File: src/hdl/pqh_pkg.sv
// shared types, codes and compare function for the heap priority queue
// no dependencies
package pqh_pkg;

  // widest level offset for the largest supported capacity
  localparam int unsigned OFF_W = 10;
  localparam int unsigned VAL_W = 32;

  localparam logic REQ_PUSH = 1'b0;
  localparam logic REQ_POP  = 1'b1;

  localparam logic TOK_UP = 1'b0;
  localparam logic TOK_DN = 1'b1;

  localparam logic [VAL_W-1:0] HEAD_EMPTY = 32'hFFFF_FFFF;

  typedef struct packed {
    logic             valid;
    logic [VAL_W-1:0] value;
    logic [OFF_W-1:0] off;
  } pqh_tok_t;

  typedef struct packed {
    logic             valid;
    logic [OFF_W-1:0] addr;
    logic [VAL_W-1:0] data;
  } pqh_wr_t;

  typedef struct packed {
    logic             valid;
    logic [OFF_W-1:0] addr;
  } pqh_rd_t;

  function automatic logic ranks_above(input logic mf, input logic [VAL_W-1:0] a,
                                       input logic [VAL_W-1:0] b);
    logic gt;
    logic lt;
    gt = $signed(a) > $signed(b);
    lt = $signed(a) < $signed(b);
    return mf ? gt : lt;
  endfunction

endpackage

File: src/hdl/pqh_cell.sv
// one heap level: local store, sift-up and sift-down step against neighbours
// depends on pqh_pkg
module pqh_cell import pqh_pkg::*; #(
  parameter int unsigned K  = 0,
  parameter int unsigned CW = 7
) (
  input  logic          clk_i,
  input  logic          rst_ni,
  input  logic          max_first_i,
  input  logic [CW-1:0] count_i,
  input  pqh_rd_t       fetch_i,
  output logic [VAL_W-1:0] rd_data_o,
  input  pqh_tok_t      up_i,
  output pqh_tok_t      up_o,
  input  pqh_tok_t      dn_i,
  output pqh_tok_t      dn_o,
  input  pqh_wr_t       wr_dn_i,
  input  pqh_wr_t       wr_up_i,
  output pqh_wr_t       wr_dn_o,
  output pqh_wr_t       wr_up_o,
  output logic          done_o
);

  localparam int unsigned AW    = (K == 0) ? 1 : K;
  localparam int unsigned DEPTH = 1 << AW;
  localparam int unsigned IW    = OFF_W + 3;
  localparam logic [IW-1:0] BASE = IW'((1 << K) - 1);

  logic [VAL_W-1:0] mem_q [DEPTH];
  logic [VAL_W-1:0] rd_a_q, rd_b_q;
  logic             act_q, act_d;
  logic             kind_q;
  pqh_tok_t         tok_q;

  logic [AW-1:0]    addr_a, addr_b;
  logic             we;
  logic [AW-1:0]    wa;
  logic [VAL_W-1:0] wd;

  logic [OFF_W-1:0] lpos_w, rpos_w, cpos_w;
  logic [OFF_W-1:0] ilpos_w;
  logic [IW-1:0]    li, ri, ci, gci, cnt;
  logic             up_above, take_l, take_r, moved;
  logic [VAL_W-1:0] best1, bestval;
  logic             self_we;
  logic [OFF_W-1:0] self_addr;

  assign rd_data_o = rd_a_q;
  assign act_d     = up_i.valid | dn_i.valid;
  assign ilpos_w   = dn_i.off << 1;

  always_comb begin
    if (fetch_i.valid) begin
      addr_a = fetch_i.addr[AW-1:0];
    end else if (up_i.valid) begin
      addr_a = AW'(up_i.off >> 1);
    end else begin
      addr_a = ilpos_w[AW-1:0];
    end
    addr_b = AW'(ilpos_w | OFF_W'(1));
  end

  always_comb begin
    lpos_w   = tok_q.off << 1;
    rpos_w   = lpos_w | OFF_W'(1);
    cnt      = IW'(count_i);
    li       = BASE + IW'(lpos_w);
    ri       = li + IW'(1);
    up_above = ranks_above(max_first_i, tok_q.value, rd_a_q);
    take_l   = (li < cnt) && ranks_above(max_first_i, rd_a_q, tok_q.value);
    best1    = take_l ? rd_a_q : tok_q.value;
    take_r   = (ri < cnt) && ranks_above(max_first_i, rd_b_q, best1);
    moved    = take_l | take_r;
    bestval  = take_r ? rd_b_q : best1;
    cpos_w   = take_r ? rpos_w : lpos_w;
    ci       = take_r ? ri : li;
    gci      = (ci << 1) + IW'(1);

    up_o      = '0;
    dn_o      = '0;
    wr_dn_o   = '0;
    wr_up_o   = '0;
    done_o    = 1'b0;
    self_we   = 1'b0;
    self_addr = '0;

    if (act_q && kind_q == TOK_UP) begin
      wr_dn_o.valid = 1'b1;
      wr_dn_o.addr  = tok_q.off;
      if (up_above) begin
        wr_dn_o.data = rd_a_q;
        if (K == 0) begin
          self_we = 1'b1;
          done_o  = 1'b1;
        end else begin
          up_o.valid = 1'b1;
          up_o.value = tok_q.value;
          up_o.off   = tok_q.off >> 1;
        end
      end else begin
        wr_dn_o.data = tok_q.value;
        done_o       = 1'b1;
      end
    end

    if (act_q && kind_q == TOK_DN) begin
      wr_up_o.valid = 1'b1;
      wr_up_o.addr  = tok_q.off;
      wr_up_o.data  = bestval;
      if (!moved) begin
        done_o = 1'b1;
      end else if (gci < cnt) begin
        dn_o.valid = 1'b1;
        dn_o.value = tok_q.value;
        dn_o.off   = cpos_w;
      end else begin
        self_we   = 1'b1;
        self_addr = cpos_w;
        done_o    = 1'b1;
      end
    end
  end

  always_comb begin
    we = 1'b1;
    wa = '0;
    wd = tok_q.value;
    if (self_we) begin
      wa = self_addr[AW-1:0];
    end else if (wr_dn_i.valid) begin
      wa = wr_dn_i.addr[AW-1:0];
      wd = wr_dn_i.data;
    end else if (wr_up_i.valid) begin
      wa = wr_up_i.addr[AW-1:0];
      wd = wr_up_i.data;
    end else begin
      we = 1'b0;
    end
  end

  always_ff @(posedge clk_i or negedge rst_ni) begin
    if (!rst_ni) begin
      act_q <= 1'b0;
    end else begin
      act_q <= act_d;
    end
  end

  always_ff @(posedge clk_i) begin
    rd_a_q <= mem_q[addr_a];
    rd_b_q <= mem_q[addr_b];
    if (we) begin
      mem_q[wa] <= wd;
    end
    if (up_i.valid) begin
      tok_q  <= up_i;
      kind_q <= TOK_UP;
    end else if (dn_i.valid) begin
      tok_q  <= dn_i;
      kind_q <= TOK_DN;
    end
  end

endmodule
File: config.mk
export PLATFORM = sky130hd
export DESIGN_NAME = pqh_cell
export DESIGN_NICKNAME = d
export VERILOG_FILES = /design/src/hdl/pqh_pkg.sv /design/src/hdl/pqh_cell.sv
export SDC_FILE = /design/constraint.sdc
export NUM_CORES = 1
export LEC_CHECK = 0
export BUFFER_PORTS_ARGS = -buffer_cell sky130_fd_sc_hd__buf_2
export CORE_MARGIN = 8
export CORE_UTILIZATION = 25
export DETAILED_ROUTE_END_ITERATION = 10
export GPL_TIMING_DRIVEN = 1
export PLACE_DENSITY = 0.5
export SLEW_MARGIN = 5
export SYNTH_ARGS = -nofsm -noshare
export SYNTH_HDL_FRONTEND = slang
export SYNTH_SLANG_ARGS = --single-unit
File: constraint.sdc
create_clock -name clk_i -period 9.2 [get_ports clk_i]
set_clock_uncertainty 0.1 [all_clocks]
set_input_delay 1.84 -clock clk_i [delete_from_list [all_inputs] [get_ports clk_i]]
set_output_delay 1.84 -clock clk_i [all_outputs]
set_load 0.005 [all_outputs]
==> metrics.md <==
| Metric | Value |
|---|---|
| Post-DRT Antenna Nets | `0` |
| Post-synthesis cell type count | `61` |
| Final hold slack | `0.265 ns` |
| Total number of vias | `8359` |
| Initial DRC Count | `321` |
| First-pass GRT wire length | `55600 um` |
| Period minus WS final | `8.80 ns` |
| WL/cell | `20.6 um` |
| Least-Margin Pin Slew | `1.22 ns` |
| Pwr Total | `0.00275 W` |
| Gr usage total | `0.155` |
| DRT Wirelength | `37300 um` |
| Mean post-synth cell area | `10.5 sq um` |
| Core area | `0.0398 sq mm` |
| IO Port Bufs | `323` |
| CP Capture Type | `primary output` |
| Status | `finished clean` |
| Total gr overflow | `0` |
| HPWL Detailed | `27600 um` |
| Rows | `73` |
| Post-CTS setup repair buffer count | `0` |
| GP Congestion | `0.729` |
| Yosys reg bits | `172` |
| Crit path launch type | `input pin` |
| Setup ws final | `0.403 ns` |
| Clk slew on worst S/H paths | `0.07 ns` |
| # setup viols final | `0` |
| Fmax | `114 MHz` |
| Share of layout cells above drive strength 1 | `0.366` |
| Cell leakage power | `5.74 nW` |
| Vias per cell | `4.62` |
| Total CTS buffers | `17` |
| Htree depth | `4` |
| Final cell count without fillers | `1808` |
| CP arrival | `6.86 ns` |
| Largest net degree at the start of global routing | `46` |
| Ports | `398` |
| TritonCTS clock tree | `built` |
| DP Cell Count | `1775` |
| Setup WS pre-CTS | `0.257 ns` |
| Final hold violation count | `0` |
| Seq/Total Area, Yosys | `0.446` |
| Fin nets | `1538` |
| DRC | `0` |
| Longest Clk Path Bufs | `2` |
| Max-slew violations | `0` |
| Die ar. | `0.0471 sq mm` |
| Worst rel slew slack | `0.186` |
| Filler cells | `4163` |
| CP required | `7.26 ns` |
| CTS root buffer | `clkbuf_16` |
| Primary FF master, synth | `edfxtp_1` |
| Initial core utilization | `0.254` |
| Post-synthesis instance total | `962` |
| Clk_lat worst skew | `0.45 ns` |
| VDD IR max | `0.105 mV` |
| Drt pass-1 iters | `5` |
| Cell Area, Synth | `0.0101 sq mm` |
| Die H | `217 um` |
| CTS sink cnt | `172` |
| Synth-to-Final Area Change | `26.1%` |
| RSZ-0062 raised after global routing | `false` |
| Post-synth EDFFs | `106` |
| CP Max Fanout | `20` |
| Setup TNS | `0 ns` |
| Die Width | `217 um` |
| Setup CP Type | `in2out` |
| Power per standard cell area | `216 mW/mm^2` |
| Final Cycle Share | `0.956` |
| MaxCap Viol Count | `0` |
| Synth warn | `0` |
| Number of global-route vias before repair | `9128` |
| Post-synth ARST share | `0.00581` |
| Initial antenna violation count | `3` |
| Worst min path class | `reg2reg` |
worst max-delay path, cell delays in order:
cell      delay (ns)
buf_2           0.10
inv_1           0.04
ha_1            0.27
nor2b_1         0.12
o21ai_0         0.15
a21oi_1         0.10
o211ai_1        0.16
nand3_1         0.17
nor2_4          0.18
buf_12          0.18
mux2i_1         0.26
ha_1            0.28
a21oi_1         0.19
o21ai_0         0.15
a221oi_1        0.31
o211ai_1        0.28
a211oi_2        0.35
mux2_2          0.41
or2_2           0.35
a221oi_4        0.32
buf_4           0.33
and2_1          0.18
buf_2           0.12
timing repair:
action                     CTS  global route
hold buffers                 0             0
setup endpoints to repair    0            38
resized for setup            0             1
kinds of logic (layout without fill, tap and decap cells):
group | after synthesis | after routing | synth area share
buffers and inverters | 153 | 427 | 0.0795
muxes | 106 | 106 | 0.114
xor gates and xnor gates | 1 | 1 | 0.000867
AOI/OAI and AO/OA | 241 | 241 | 0.158
DFF | 172 | 172 | 0.446
other | 1 | 48 | 0.000371
and+or+nand+nor | 212 | 212 | 0.107
adders and majority gates | 76 | 76 | 0.0941
flip-flops by register name, indices dropped and copies added (netlist names):
register   cells
mem_q         64
tok_q         33
rd_b_q        32
rd_data_o     32
lpos_w         9
act_q          1
kind_q         1
placed cells by master, fill, tap and decap left out, types with 4 or more instances in the layout:
cell type / Yosys / routed
mux2i_1: 32 / 32
conb_1: 1 / 47
buf_4: 54 / 19
clkbuf_16: 0 / 17
inv_1: 50 / 50
and3_1: 11 / 11
nand3_1: 8 / 8
edfxtp_1: 106 / 106
and2_1: 46 / 46
a2bb2oi_1: 33 / 33
dfxtp_1: 65 / 65
nor2_1: 48 / 46
ha_1: 76 / 76
a21o_1: 7 / 6
buf_2: 9 / 323
o21ai_0: 44 / 44
nand2_1: 61 / 59
a211oi_1: 36 / 35
a21oi_1: 61 / 59
o22ai_1: 32 / 32
o21a_1: 4 / 4
nor3_1: 6 / 6
mux2_2: 74 / 74
nand4_1: 11 / 11
routing by layer:
metal / vias up / wire, um / global-route usage
li1: 4058 / - / -
met1: 4022 / 15900 / 0.186
met2: 249 / 18600 / 0.275
met3: 26 / 2340 / 0.0419
met4: 4 / 380 / 0.0352
met5: - / 27 / 0
cell type report:
class / instances / area (sq um) / share of cell area
Clock buffer: 22 / 474 / 0.0372
Antenna cell: 1 / 2.50 / 0.000196
Inverter: 51 / 191 / 0.0150
Timing Repair Buffer: 344 / 1800 / 0.141
Tap cell: 525 / 657 / 0.0516
Sequential cell: 172 / 4510 / 0.354
Multi-Input combinational cell: 683 / 5040 / 0.396
Clock inverter: 10 / 66.3 / 0.00520
power breakdown:
group | switching [W] | internal [W]
logic | 0.000557 | 0.000379
clock network | 0.000318 | 0.000366
registers | 0.000118 | 0.00101
per-stage QoR:
step | cell area (sq um) | utilization
6_report | 12700 | 0.320
5_1_grt | 12700 | 0.320
4_1_cts | 12700 | 0.320
3_5_place_dp | 12200 | 0.306
3_3_place_gp | 12200 | 0.306
2_1_floorplan | 10300 | -
worst paths after layout:
kind,start,end,slack (ns),cells after the start
max,count_i[1],dn_o[20],0.40,23
min,mem_q[1][4]$_DFFE_PP_,rd_b_q[4]$_DFF_P_,0.27,0
max in group asynchronous,rst_ni,act_q$_DFF_PN0_,7.87,1
min in group asynchronous,rst_ni,act_q$_DFF_PN0_,1.05,1
min reg2reg,mem_q[1][4]$_DFFE_PP_,rd_b_q[4]$_DFF_P_,0.27,0
max reg2reg,tok_q[41]$_DFFE_PP_,mem_q[0][20]$_DFFE_PP_,1.99,22
cells in the mapped netlist (all sizes together) (2+ instances only):
| cell | count | area share |
|---|---|---|
| edfxtp | 106 | 0.31 |
| ha | 76 | 0.094 |
| mux2 | 74 | 0.082 |
| buf | 67 | 0.048 |
| dfxtp | 65 | 0.13 |
| a21oi | 62 | 0.032 |
| nand2 | 62 | 0.023 |
| inv | 50 | 0.019 |
| nor2 | 48 | 0.018 |
| o21ai | 47 | 0.023 |
| and2 | 46 | 0.028 |
| a211oi | 37 | 0.029 |
| clkbuf | 35 | 0.013 |
| a2bb2oi | 33 | 0.029 |
| mux2i | 32 | 0.032 |
| o22ai | 32 | 0.020 |
| and3 | 11 | 0.0068 |
| nand4 | 11 | 0.0068 |
| nand3 | 9 | 0.0050 |
| nor3 | 8 | 0.0050 |
| a21o | 7 | 0.0052 |
| nor4 | 6 | 0.0064 |
| o21a | 4 | 0.0030 |
| nand2b | 3 | 0.0019 |
| nor2b | 3 | 0.0019 |
| o211ai | 3 | 0.0022 |
| or2 | 3 | 0.0019 |
| a221oi | 2 | 0.0024 |
| a31oi | 2 | 0.0027 |
| o32ai | 2 | 0.0017 |
Power figures use the tool's default switching activity.
